<file path="src/rtl/core/pnce_pkg.sv">
// Shared types, widths and register codes for the periodic neighbour cell enumerator.
// No dependencies; every other file in rtl/core refers to this package by scoped name.
`default_nettype none

package pnce_pkg;

  localparam int unsigned MaxCellsPerAxis = 256;
  localparam int unsigned MaxRadius       = 1;

  localparam int unsigned NumAxes  = 3;
  localparam int unsigned PosW     = 32;
  localparam int unsigned SizeW    = 32;
  localparam int unsigned CellW    = $clog2(MaxCellsPerAxis);      // home / cell coordinate
  localparam int unsigned CntW     = 9;                            // cells_* register width
  localparam int unsigned NxnyW    = 2 * CellW + 1;                // nx*ny up to 2^(2*CellW)
  localparam int unsigned IdxW     = 24;
  localparam int unsigned WrapW    = 2;
  localparam int unsigned CfgIdxW  = 3;
  localparam int unsigned CfgDataW = 32;
  localparam int unsigned QDepth   = 2;
  localparam int unsigned QPtrW    = $clog2(QDepth);
  localparam int unsigned QCntW    = QPtrW + 1;
  localparam int unsigned StepW    = $clog2(CellW);

  localparam int unsigned InDataW  = 3 * PosW;
  localparam int unsigned OutDataW = ((IdxW + 3 * WrapW + 7) / 8) * 8;
  localparam int unsigned OutPadW  = OutDataW - IdxW - 3 * WrapW;

  typedef enum logic [CfgIdxW-1:0] {
    RegPeriodic  = 3'd0,
    RegCellsX    = 3'd1,
    RegCellsY    = 3'd2,
    RegCellsZ    = 3'd3,
    RegRadius    = 3'd4,
    RegSizeX     = 3'd5,
    RegSizeY     = 3'd6,
    RegSizeZ     = 3'd7
  } cfg_reg_e;

  typedef enum logic [1:0] {
    FrontIdle,
    FrontDiv,
    FrontPush
  } front_state_e;

  // Effective configuration seen by the front and back parts.
  typedef struct packed {
    logic                             periodic;
    logic                             radius;
    logic [NumAxes-1:0][SizeW-1:0]    size;
    logic [NumAxes-1:0][CellW-1:0]    last_cell;   // effective cells - 1
    logic [CntW-1:0]                  nx;
    logic [NxnyW-1:0]                 nxny;
  } cfg_t;

  // One queued position: home cell per axis, x in the lowest slot.
  typedef struct packed {
    logic [NumAxes-1:0][CellW-1:0] home;
  } home_t;

endpackage

`default_nettype wire

</file>
<file path="src/rtl/core/pnce_queue.sv">
// Two-entry FIFO of home cells between the divider front and the enumerating back.
// Depends on pnce_pkg.
`default_nettype none

module pnce_queue (
  input  wire logic          clk_i,
  input  wire logic          rst_ni,
  input  wire logic          push_i,
  input  pnce_pkg::home_t    push_data_i,
  output logic               full_o,
  input  wire logic          pop_i,
  output pnce_pkg::home_t    head_o,
  output logic               empty_o
);

  pnce_pkg::home_t                    mem_q [pnce_pkg::QDepth];
  logic [pnce_pkg::QPtrW-1:0]         wr_ptr_q, wr_ptr_d;
  logic [pnce_pkg::QPtrW-1:0]         rd_ptr_q, rd_ptr_d;
  logic [pnce_pkg::QCntW-1:0]         count_q, count_d;

  localparam logic [pnce_pkg::QCntW-1:0] Full = pnce_pkg::QCntW'(pnce_pkg::QDepth);
  localparam logic [pnce_pkg::QPtrW-1:0] LastSlot = pnce_pkg::QPtrW'(pnce_pkg::QDepth - 1);

  assign full_o  = (count_q == Full);
  assign empty_o = (count_q == '0);
  assign head_o  = mem_q[rd_ptr_q];

  always_comb begin
    wr_ptr_d = wr_ptr_q;
    rd_ptr_d = rd_ptr_q;
    count_d  = count_q;
    if (push_i) begin
      wr_ptr_d = (wr_ptr_q == LastSlot) ? '0 : wr_ptr_q + 1'b1;
    end
    if (pop_i) begin
      rd_ptr_d = (rd_ptr_q == LastSlot) ? '0 : rd_ptr_q + 1'b1;
    end
    if (push_i && !pop_i) begin
      count_d = count_q + 1'b1;
    end else if (pop_i && !push_i) begin
      count_d = count_q - 1'b1;
    end
  end

  always_ff @(posedge clk_i or negedge rst_ni) begin
    if (!rst_ni) begin
      wr_ptr_q <= '0;
      rd_ptr_q <= '0;
      count_q  <= '0;
    end else begin
      wr_ptr_q <= wr_ptr_d;
      rd_ptr_q <= rd_ptr_d;
      count_q  <= count_d;
    end
  end

  always_ff @(posedge clk_i) begin
    if (push_i) begin
      mem_q[wr_ptr_q] <= push_data_i;
    end
  end

  a_no_push_full: assert property (@(posedge clk_i) disable iff (!rst_ni)
    push_i |-> !full_o || pop_i)
    else $error("queue overflow");

  a_no_pop_empty: assert property (@(posedge clk_i) disable iff (!rst_ni)
    pop_i |-> !empty_o)
    else $error("queue underflow");

endmodule

`default_nettype wire

</file>
<file path="src/rtl/core/pnce_front.sv">
// Front part: takes a position beat and derives the saturated home cell per axis
// with three radix-2 quotient units, then hands it to the queue. Depends on pnce_pkg.
`default_nettype none

module pnce_front (
  input  wire logic                          clk_i,
  input  wire logic                          rst_ni,
  input  pnce_pkg::cfg_t                     cfg_i,
  input  wire logic                          s_axis_tvalid,
  output logic                               s_axis_tready,
  input  wire logic [pnce_pkg::InDataW-1:0]  s_axis_tdata,
  output logic                               push_o,
  output pnce_pkg::home_t                    push_data_o,
  input  wire logic                          full_i
);

  localparam int unsigned N  = pnce_pkg::NumAxes;
  localparam int unsigned CW = pnce_pkg::CellW;
  localparam int unsigned SW = pnce_pkg::SizeW;
  localparam int unsigned PW = pnce_pkg::PosW;
  localparam int unsigned HiW = PW - CW;   // position bits above the quotient window
  localparam logic [pnce_pkg::StepW-1:0] LastStep = pnce_pkg::StepW'(CW - 1);

  pnce_pkg::front_state_e state_q, state_d;
  logic [pnce_pkg::StepW-1:0] step_q, step_d;
  logic                        accept;

  logic [SW-1:0] rem_q  [N];
  logic [CW-1:0] low_q  [N];
  logic [CW-1:0] quot_q [N];
  logic          sat_q  [N];

  logic [PW-1:0] pos     [N];
  logic [SW:0]   trial   [N];
  logic [SW:0]   diff    [N];
  logic          fits    [N];

  // Next state
  always_comb begin
    state_d = state_q;
    unique case (state_q)
      pnce_pkg::FrontIdle: begin
        if (s_axis_tvalid) state_d = pnce_pkg::FrontDiv;
      end
      pnce_pkg::FrontDiv: begin
        if (step_q == LastStep) state_d = pnce_pkg::FrontPush;
      end
      pnce_pkg::FrontPush: begin
        if (!full_i) state_d = pnce_pkg::FrontIdle;
      end
      default: state_d = pnce_pkg::FrontIdle;
    endcase
  end

  // Outputs
  always_comb begin
    s_axis_tready = 1'b0;
    push_o        = 1'b0;
    unique case (state_q)
      pnce_pkg::FrontIdle: s_axis_tready = 1'b1;
      pnce_pkg::FrontDiv:  s_axis_tready = 1'b0;
      pnce_pkg::FrontPush: push_o        = !full_i;
      default: begin
        s_axis_tready = 1'b0;
        push_o        = 1'b0;
      end
    endcase
  end

  assign accept = s_axis_tvalid && s_axis_tready;
  assign step_d = (state_q == pnce_pkg::FrontDiv) ? step_q + 1'b1 : '0;

  // One quotient bit per axis per cycle; quotients of 2^CW or more saturate up front.
  always_comb begin
    for (int a = 0; a < N; a++) begin
      pos[a]   = s_axis_tdata[a*PW +: PW];
      trial[a] = {rem_q[a], low_q[a][CW-1]};
      diff[a]  = trial[a] - {1'b0, cfg_i.size[a]};
      fits[a]  = (trial[a] >= {1'b0, cfg_i.size[a]});
    end
  end

  always_comb begin
    for (int a = 0; a < N; a++) begin
      if (sat_q[a] || (quot_q[a] > cfg_i.last_cell[a])) begin
        push_data_o.home[a] = cfg_i.last_cell[a];
      end else begin
        push_data_o.home[a] = quot_q[a];
      end
    end
  end

  always_ff @(posedge clk_i or negedge rst_ni) begin
    if (!rst_ni) begin
      state_q <= pnce_pkg::FrontIdle;
      step_q  <= '0;
    end else begin
      state_q <= state_d;
      step_q  <= step_d;
    end
  end

  always_ff @(posedge clk_i) begin
    for (int a = 0; a < N; a++) begin
      if (accept) begin
        rem_q[a]  <= SW'(pos[a][PW-1:CW]);
        low_q[a]  <= pos[a][CW-1:0];
        quot_q[a] <= '0;
        sat_q[a]  <= (SW'(pos[a][PW-1:CW]) >= cfg_i.size[a]);
      end else if (state_q == pnce_pkg::FrontDiv) begin
        rem_q[a]  <= fits[a] ? diff[a][SW-1:0] : trial[a][SW-1:0];
        low_q[a]  <= {low_q[a][CW-2:0], 1'b0};
        quot_q[a] <= {quot_q[a][CW-2:0], fits[a]};
      end
    end
  end

  // HiW documents the window split; the upper slice must be non-empty.
  a_push_after_div: assert property (@(posedge clk_i) disable iff (!rst_ni)
    push_o |-> (HiW > 0) && (state_q == pnce_pkg::FrontPush) && !full_i)
    else $error("push outside hand-off state");

endmodule

`default_nettype wire

</file>
<file path="src/rtl/core/pnce_back.sv">
// Back part: walks the neighbour cells of one queued home cell, x outer, z inner, one
// beat per cycle unless stalled, into a registered output stage. Depends on pnce_pkg.
`default_nettype none

module pnce_back (
  input  wire logic                           clk_i,
  input  wire logic                           rst_ni,
  input  pnce_pkg::cfg_t                      cfg_i,
  input  pnce_pkg::home_t                     head_i,
  input  wire logic                           empty_i,
  output logic                                pop_o,
  output logic                                m_axis_tvalid,
  input  wire logic                           m_axis_tready,
  output logic [pnce_pkg::OutDataW-1:0]       m_axis_tdata,
  output logic                                m_axis_tlast
);

  localparam int unsigned N  = pnce_pkg::NumAxes;
  localparam int unsigned CW = pnce_pkg::CellW;
  localparam int unsigned WW = pnce_pkg::WrapW;
  localparam int unsigned PxW = pnce_pkg::CntW + CW;
  localparam int unsigned PzW = pnce_pkg::NxnyW + CW;

  localparam logic signed [WW-1:0] OffMinus = -2'sd1;
  localparam logic signed [WW-1:0] OffZero  = 2'sd0;
  localparam logic signed [WW-1:0] OffPlus  = 2'sd1;

  typedef struct packed {
    logic [CW-1:0] coord;
    logic [WW-1:0] wrap;
  } axis_map_t;

  function automatic axis_map_t map_axis(logic [CW-1:0] home, logic signed [WW-1:0] off,
                                         logic [CW-1:0] last);
    axis_map_t m;
    m.wrap  = OffZero;
    m.coord = CW'(home + {{(CW-WW){off[WW-1]}}, off});
    if (off == OffPlus && home == last) begin
      m.coord = '0;
      m.wrap  = OffPlus;
    end else if (off == OffMinus && home == '0) begin
      m.coord = last;
      m.wrap  = OffMinus;
    end
    return m;
  endfunction

  logic                        busy_q, busy_d;
  logic [CW-1:0]               home_q [N];
  logic signed [WW-1:0]        off_q  [N];
  logic signed [WW-1:0]        lo_q   [N];
  logic signed [WW-1:0]        hi_q   [N];
  logic signed [WW-1:0]        lo_new [N];
  logic signed [WW-1:0]        hi_new [N];
  logic signed [WW-1:0]        off_d  [N];
  logic signed [WW-1:0]        reach;
  axis_map_t                   map    [N];
  logic                        at_hi  [N];
  logic                        last_beat;
  logic                        advance;

  logic [PxW-1:0]              prod_y;
  logic [PzW-1:0]              prod_z;
  logic [PzW-1:0]              index_sum;

  logic                        out_valid_q, out_valid_d;
  logic [pnce_pkg::IdxW-1:0]   out_index_q;
  logic [WW-1:0]               out_wrap_q [N];
  logic                        out_last_q;

  assign reach   = cfg_i.radius ? OffPlus : OffZero;
  assign pop_o   = !busy_q && !empty_i;
  assign advance = busy_q && (!out_valid_q || m_axis_tready);

  // Offset range per axis; open mode clips at the grid faces.
  always_comb begin
    for (int a = 0; a < N; a++) begin
      lo_new[a] = (!cfg_i.periodic && head_i.home[a] == '0) ? OffZero : -reach;
      hi_new[a] = (!cfg_i.periodic && head_i.home[a] == cfg_i.last_cell[a]) ? OffZero : reach;
      map[a]    = map_axis(home_q[a], off_q[a], cfg_i.last_cell[a]);
      at_hi[a]  = (off_q[a] == hi_q[a]);
    end
  end

  assign last_beat = at_hi[0] && at_hi[1] && at_hi[2];

  // Odometer over the three offsets, z fastest.
  always_comb begin
    for (int a = 0; a < N; a++) begin
      off_d[a] = off_q[a];
    end
    if (!at_hi[2]) begin
      off_d[2] = off_q[2] + OffPlus;
    end else begin
      off_d[2] = lo_q[2];
      if (!at_hi[1]) begin
        off_d[1] = off_q[1] + OffPlus;
      end else begin
        off_d[1] = lo_q[1];
        off_d[0] = off_q[0] + OffPlus;
      end
    end
  end

  assign prod_y    = PxW'(cfg_i.nx) * PxW'(map[1].coord);
  assign prod_z    = PzW'(cfg_i.nxny) * PzW'(map[2].coord);
  assign index_sum = PzW'(map[0].coord) + PzW'(prod_y) + prod_z;

  always_comb begin
    busy_d = busy_q;
    if (pop_o) begin
      busy_d = 1'b1;
    end else if (advance && last_beat) begin
      busy_d = 1'b0;
    end
    out_valid_d = out_valid_q;
    if (advance) begin
      out_valid_d = 1'b1;
    end else if (m_axis_tready) begin
      out_valid_d = 1'b0;
    end
  end

  always_ff @(posedge clk_i or negedge rst_ni) begin
    if (!rst_ni) begin
      busy_q      <= 1'b0;
      out_valid_q <= 1'b0;
    end else begin
      busy_q      <= busy_d;
      out_valid_q <= out_valid_d;
    end
  end

  always_ff @(posedge clk_i) begin
    for (int a = 0; a < N; a++) begin
      if (pop_o) begin
        home_q[a] <= head_i.home[a];
        lo_q[a]   <= lo_new[a];
        hi_q[a]   <= hi_new[a];
        off_q[a]  <= lo_new[a];
      end else if (advance) begin
        off_q[a]  <= off_d[a];
      end
      if (advance) begin
        out_wrap_q[a] <= map[a].wrap;
      end
    end
    if (advance) begin
      out_index_q <= index_sum[pnce_pkg::IdxW-1:0];
      out_last_q  <= last_beat;
    end
  end

  assign m_axis_tvalid = out_valid_q;
  assign m_axis_tlast  = out_last_q;
  assign m_axis_tdata  = {{pnce_pkg::OutPadW{1'b0}}, out_wrap_q[2], out_wrap_q[1], out_wrap_q[0],
                          out_index_q};

  a_done_with_last: assert property (@(posedge clk_i) disable iff (!rst_ni)
    $fell(busy_q) |-> out_valid_q && out_last_q)
    else $error("position finished without a last beat");

endmodule

`default_nettype wire

</file>
<file path="src/rtl/core/periodic_neighbour_cell_enumerator_top.sv">
// Top level of the periodic neighbour cell enumerator: configuration registers,
// front (home cell divider), queue and back (neighbour walk). Depends on pnce_pkg,
// pnce_front, pnce_queue and pnce_back.
//
//  channel   dir  handshake                   payload
//  --------  ---  --------------------------  ---------------------------------------------
//  s_axis    in   s_axis_tvalid/tready        tdata: pos_x[31:0] pos_y[63:32] pos_z[95:64]
//  m_axis    out  m_axis_tvalid/tready        tdata: cell_index, wrap_x, wrap_y, wrap_z;
//                                             tlast: last_cell
//  cfg       in   cfg_valid_i/cfg_ready_o     cfg_index_i register, cfg_data_i value
//
//  Front: each position goes through accept, 8 quotient steps and hand-off, paced by its
//  one-bit-per-cycle quotient units; it takes no new position before the hand-off.
//  The back loads a home cell, then gives one beat per neighbour cell (1 to 27).
//  Reset: registers return to their defaults (periodic, 16^3 grid, radius 1, unit cells);
//  the queue and output stage come up empty.
//  Stalls: m_axis_tready low holds the output register; the front keeps dividing, parks
//  up to two home cells in the queue, then holds one more in its hand-off state with
//  s_axis_tready low until a queue slot frees.
`default_nettype none

module periodic_neighbour_cell_enumerator_top (
  input  wire logic                            clk_i,
  input  wire logic                            rst_ni,
  // position beats: {pos_z, pos_y, pos_x}, pos_x lowest
  input  wire logic                            s_axis_tvalid,
  output logic                                 s_axis_tready,
  input  wire logic [pnce_pkg::InDataW-1:0]    s_axis_tdata,
  // cell beats: cell_index[23:0] wrap_x[25:24] wrap_y[27:26] wrap_z[29:28] zero[31:30]
  output logic                                 m_axis_tvalid,
  input  wire logic                            m_axis_tready,
  output logic [pnce_pkg::OutDataW-1:0]        m_axis_tdata,
  output logic                                 m_axis_tlast,
  // configuration writes
  input  wire logic                            cfg_valid_i,
  output logic                                 cfg_ready_o,
  input  wire logic [pnce_pkg::CfgIdxW-1:0]    cfg_index_i,
  input  wire logic [pnce_pkg::CfgDataW-1:0]   cfg_data_i
);

  localparam int unsigned CntW  = pnce_pkg::CntW;
  localparam int unsigned CW    = pnce_pkg::CellW;
  localparam logic [CntW-1:0] MaxCells = CntW'(pnce_pkg::MaxCellsPerAxis);
  localparam logic [CntW-1:0] CellsRst = CntW'(16);
  localparam logic [pnce_pkg::SizeW-1:0] SizeRst = pnce_pkg::SizeW'(65536);

  function automatic logic [CntW-1:0] eff_cells(logic [CntW-1:0] n);
    logic [CntW-1:0] e;
    e = n;
    if (n == '0) e = CntW'(1);
    else if (n > MaxCells) e = MaxCells;
    return e;
  endfunction

  logic                           periodic_q;
  logic                           radius_q;
  logic [CntW-1:0]                cells_q [pnce_pkg::NumAxes];
  logic [pnce_pkg::SizeW-1:0]     size_q  [pnce_pkg::NumAxes];
  logic [CntW-1:0]                eff     [pnce_pkg::NumAxes];
  logic [pnce_pkg::NxnyW-1:0]     nxny_q;
  logic                           cfg_we;
  pnce_pkg::cfg_t                 cfg;

  pnce_pkg::home_t                push_data;
  pnce_pkg::home_t                head;
  logic                           push, pop, full, empty;

  assign cfg_ready_o = 1'b1;
  assign cfg_we      = cfg_valid_i && cfg_ready_o;

  always_ff @(posedge clk_i or negedge rst_ni) begin
    if (!rst_ni) begin
      periodic_q <= 1'b1;
      radius_q   <= 1'b1;
      for (int a = 0; a < pnce_pkg::NumAxes; a++) begin
        cells_q[a] <= CellsRst;
        size_q[a]  <= SizeRst;
      end
    end else if (cfg_we) begin
      unique case (pnce_pkg::cfg_reg_e'(cfg_index_i))
        pnce_pkg::RegPeriodic: periodic_q <= cfg_data_i[0];
        pnce_pkg::RegCellsX:   cells_q[0] <= cfg_data_i[CntW-1:0];
        pnce_pkg::RegCellsY:   cells_q[1] <= cfg_data_i[CntW-1:0];
        pnce_pkg::RegCellsZ:   cells_q[2] <= cfg_data_i[CntW-1:0];
        pnce_pkg::RegRadius:   radius_q   <= cfg_data_i[0];
        pnce_pkg::RegSizeX:    size_q[0]  <= cfg_data_i;
        pnce_pkg::RegSizeY:    size_q[1]  <= cfg_data_i;
        pnce_pkg::RegSizeZ:    size_q[2]  <= cfg_data_i;
        default: ;
      endcase
    end
  end

  // Registered z stride: user changes config only while idle (unenforced); lag harmless.
  always_ff @(posedge clk_i) begin
    nxny_q <= pnce_pkg::NxnyW'(eff[0]) * pnce_pkg::NxnyW'(eff[1]);
  end

  always_comb begin
    cfg.periodic = periodic_q;
    cfg.radius   = radius_q;
    cfg.nxny     = nxny_q;
    for (int a = 0; a < pnce_pkg::NumAxes; a++) begin
      eff[a]           = eff_cells(cells_q[a]);
      cfg.size[a]      = size_q[a];
      cfg.last_cell[a] = CW'(eff[a] - 1'b1);
    end
    cfg.nx       = eff[0];
  end

  pnce_front u_front (
    .clk_i        (clk_i),
    .rst_ni       (rst_ni),
    .cfg_i        (cfg),
    .s_axis_tvalid(s_axis_tvalid),
    .s_axis_tready(s_axis_tready),
    .s_axis_tdata (s_axis_tdata),
    .push_o       (push),
    .push_data_o  (push_data),
    .full_i       (full)
  );

  pnce_queue u_queue (
    .clk_i      (clk_i),
    .rst_ni     (rst_ni),
    .push_i     (push),
    .push_data_i(push_data),
    .full_o     (full),
    .pop_i      (pop),
    .head_o     (head),
    .empty_o    (empty)
  );

  pnce_back u_back (
    .clk_i        (clk_i),
    .rst_ni       (rst_ni),
    .cfg_i        (cfg),
    .head_i       (head),
    .empty_i      (empty),
    .pop_o        (pop),
    .m_axis_tvalid(m_axis_tvalid),
    .m_axis_tready(m_axis_tready),
    .m_axis_tdata (m_axis_tdata),
    .m_axis_tlast (m_axis_tlast)
  );

endmodule

`default_nettype wire

</file>
<file path="config.mk">
export PLATFORM = sky130hd
export DESIGN_NAME = periodic_neighbour_cell_enumerator_top
export DESIGN_NICKNAME = d
export VERILOG_FILES = /design/src/rtl/core/pnce_pkg.sv /design/src/rtl/core/pnce_queue.sv /design/src/rtl/core/pnce_front.sv /design/src/rtl/core/pnce_back.sv /design/src/rtl/core/periodic_neighbour_cell_enumerator_top.sv
export SDC_FILE = /design/constraint.sdc
export NUM_CORES = 2
export LEC_CHECK = 0
export ABC_AREA = 0
export BUFFER_PORTS_ARGS = -buffer_cell sky130_fd_sc_hd__buf_2
export CORE_ASPECT_RATIO = 2
export CORE_UTILIZATION = 50
export CTS_CLUSTER_DIAMETER = 200
export DETAILED_ROUTE_END_ITERATION = 8
export PLACE_DENSITY_LB_ADDON = 0.1
export RECOVER_POWER = 25
export SYNTH_ARGS = -nofsm -noshare
export SYNTH_HDL_FRONTEND = slang
export SYNTH_HIERARCHICAL = 1
export SYNTH_SLANG_ARGS = --single-unit
</file>
<file path="constraint.sdc">
create_clock -name clk_i -period 15.7 [get_ports clk_i]
set_input_delay 0.785 -clock clk_i [delete_from_list [all_inputs] [get_ports clk_i]]
set_output_delay 0.785 -clock clk_i [all_outputs]
set_load 0.05 [all_outputs]
</file>
==> key figures <==
Outcome
  – Status: finished with violations
  – Violated checks: capacitance limit, slew limit

STA
  – Max Freq: 81.67 MHz
  – Final Critical Period: 12.24 ns
  – Final Skew: 0.04621 ns
  – Endpoints failing setup: 0
  – Final Max Tran Viols: 278
  – Post-Route Setup TNS: 0 ns
  – Worst-margin pin slew: 4.019 ns
  – Relative slew slack: -167.9%
  – Crit share post-route: 77.99%
  – RSZ-0062 raised after global routing: false
  – Hold Fails Final Rpt: 0

Clock tree
  – Setup bufs post-CTS: 0
  – CTS resizes: 0
  – Clock root cell: clkbuf_16
  – TritonCTS sink count: 414
  – Htree depth: 2
  – CTS hold repair buffers: 0
  – CTS clk-pin slew, worst paths: 0.07 ns
  – CTS tree: yes
  – Skew-Pair Late Insertion Delay: 0.62 ns
  – CTS Buffer Depth: 3
  – Total CTS buffers: 42

Detailed routing
  – Final wirelength: 103.0 mm
  – Wire length per cell: 21.61 um
  – Antenna-violating nets left: 0
  – Via-per-instance ratio: 5.729
  – DRC errors left: 0
  – Total vias in the final route: 27,310
  – DR iter-0 viols: 1,194
  – Pre-antenna DRT Iters: 5

Yosys
  – Ys Warns: 6
  – Gate Count Post-Synth: 3,680
  – Syn avg cell area: 9.716 sq um
  – Synth Cell Area: 35,750 sq um
  – Post-synth EDFFs: 260
  – Register area share after synthesis: 32.39%
  – Synth Register Bits: 414
  – Post-synth top area cell: edfxtp_1
  – Synth cell types: 89
  – Asr flop ratio synth: 32.85%
  – Synth top area share: 21.84%
  – Area contributors post-synth: edfxtp_1, ha_1, fa_1, dfrtp_1, inv_1
  – Top FF cell, synth: edfxtp_1

Global routing
  – Largest net degree at the start of global routing: 70
  – First-pass GRT wire length: 158.6 mm
  – Total track usage: 28.73%
  – Initial antenna violation count: 12
  – Vias in the first global route: 29,230
  – M2 GR Usage: 58.06%
  – Grt met3 use: 3.652%
  – Gr busiest metal: met2
  – Gr ovfl total: 0
  – Met1 Use GR: 24.74%

Placed design
  – Area after DPL: 37,530 sq um
  – RD Place Congestion: 0.9812
  – Buffers added on ports: 168
  – Placed Instances: 4,688
  – DP HPWL: 82.48 mm

Critical path
  – CP delay by family, top: adder cells
  – Startpoint types: flip-flop
  – Worst setup EP type: flip-flop
  – Critical path type: reg -> reg
  – Critical path data arrival time: 12.59 ns
  – Crit path max fanout: 26
  – CP max stage delay: 0.87 ns
  – Slowest-stage cell, CP: a211oi_1
  – Critical path buffer and inverter count: 6
  – Required @ worst endpoint: 16.04 ns
  – CP most frequent cell: fa_1

Floorplan
  – CORE AREA: 70,790 sq um
  – Die height: 380.2 um
  – Initial Util: 50.51%
  – IO Pins: 172
  – Die width: 191.1 um
  – Num rows: 138
  – Die area: 72,650 sq um

Final layout
  – Finished Layout Cells: 4,767
  – Most frequent cells in the layout: inv_1, nand2_1, ha_1
  – Fin area: 38,840 sq um
  – Layout cell share with drive strength beyond 1: 11.36%
  – Final nets: 4,517
  – Commonest non-fill, non-tap cell in the layout: inv_1
  – Syn-to-layout area delta: 8.630%

Flow run
  – Max-Cap Viols: 7

Worst hold path
  – Worst Hold Class: in -> reg
[logic make-up after synthesis]
kind of cell             after synthesis  synth area share (%)
multiplexers                         164                 5.323
other                                  2               0.02100
buffers and inverters                575                 6.348
adder cells (fa/ha/maj)              559                 24.01
flip-flops                           414                 32.39
AND/OR/NAND/NOR                     1049                 14.20
XOR/XNOR                             200                 4.899
AO/OA/AOI/OAI                        717                 12.80
[worst paths after layout]
check                                   from                      to  slack, ns  cells past startpoint
setup / recovery                 cells_q[17]  u_back/out_index_q[21]       3.46                     39
hold / removal              s_axis_tdata[64]     u_front/low_q[2][0]       0.44                      3
setup reg to reg                 cells_q[17]  u_back/out_index_q[21]       3.46                     39
hold reg to reg            u_front/step_q[0]       u_front/step_q[0]       0.44                      1
max in group asynchronous             rst_ni             cells_q[10]      11.53                      2
min in group asynchronous             rst_ni                cfg[107]       1.59                      1
[cell type report]
cell class,count,area (sq um)
antenna,1,2.502
clock buffer,59,1186
clock inverter,19,230.2
fill,6656,31950
inverter,468,1757
multi-input combinational,2692,21860
sequential,414,11580
tap,910,1139
timing repair buffer,204,1081
[cells in the mapped netlist (all sizes together) (37+ instances only)]
library cell and count:
xnor2 124, inv 464, nor2b 38, dfrtp 128
nand3 80, nand2 381, edfxtp 260, a21o 97
o21ai 174, nand2b 54, a21oi 202, nand4 37
clkbuf 61, a31oi 38, fa 212, nor3 58
and2 129, ha 347, mux2 152, nor2 178
xor2 76, buf 46
[flip-flops by register name, indices dropped and copies added (netlist names), 3 cells and up]
name / flops
cfg: 96
u_front/rem_q: 96
u_queue/mem_q: 48
cells_q: 27
u_back/home_q: 24
u_back/out_index_q: 24
u_front/low_q: 24
u_front/quot_q: 24
nxny_q: 17
u_back/off_q: 6
u_back/out_wrap_q: 6
u_back/hi_q: 3
u_front/sat_q: 3
u_front/step_q: 3
[worst reg2reg max path: cells and delay by family, from the launching register on]
family	cells	cell delay (ns)
AO/OA/AOI/OAI	12	3.70
XOR/XNOR	4	1.12
adder cells (fa/ha/maj)	11	4.92
buffers and inverters	6	0.84
flip-flops	1	0.75
AND/OR/NAND/NOR	6	0.66
[per-stage QoR]
stage	setup WS, ns	hold WS [ns]	utilization [%]
2_1_floorplan	5.462	0.4099	-
3_3_place_gp	3.894	0.4347	53.02
3_5_place_dp	3.625	0.4400	53.02
4_1_cts	3.578	0.2172	55.02
5_1_grt	2.664	0.4264	54.86
6_report	3.455	0.4369	54.86
[routing by layer]
layer,routed length (um),up-vias,part of all wire [%]
met5,76,-,0.074
li1,-,12930,-
met1,32310,13410,31
met3,3399,323,3.3
met2,59040,642,57
met4,8201,12,8.0
Power is left out: the tool's default activity adds up to more than one toggle a clock period on the data nets, which glitch-free logic cannot reach.
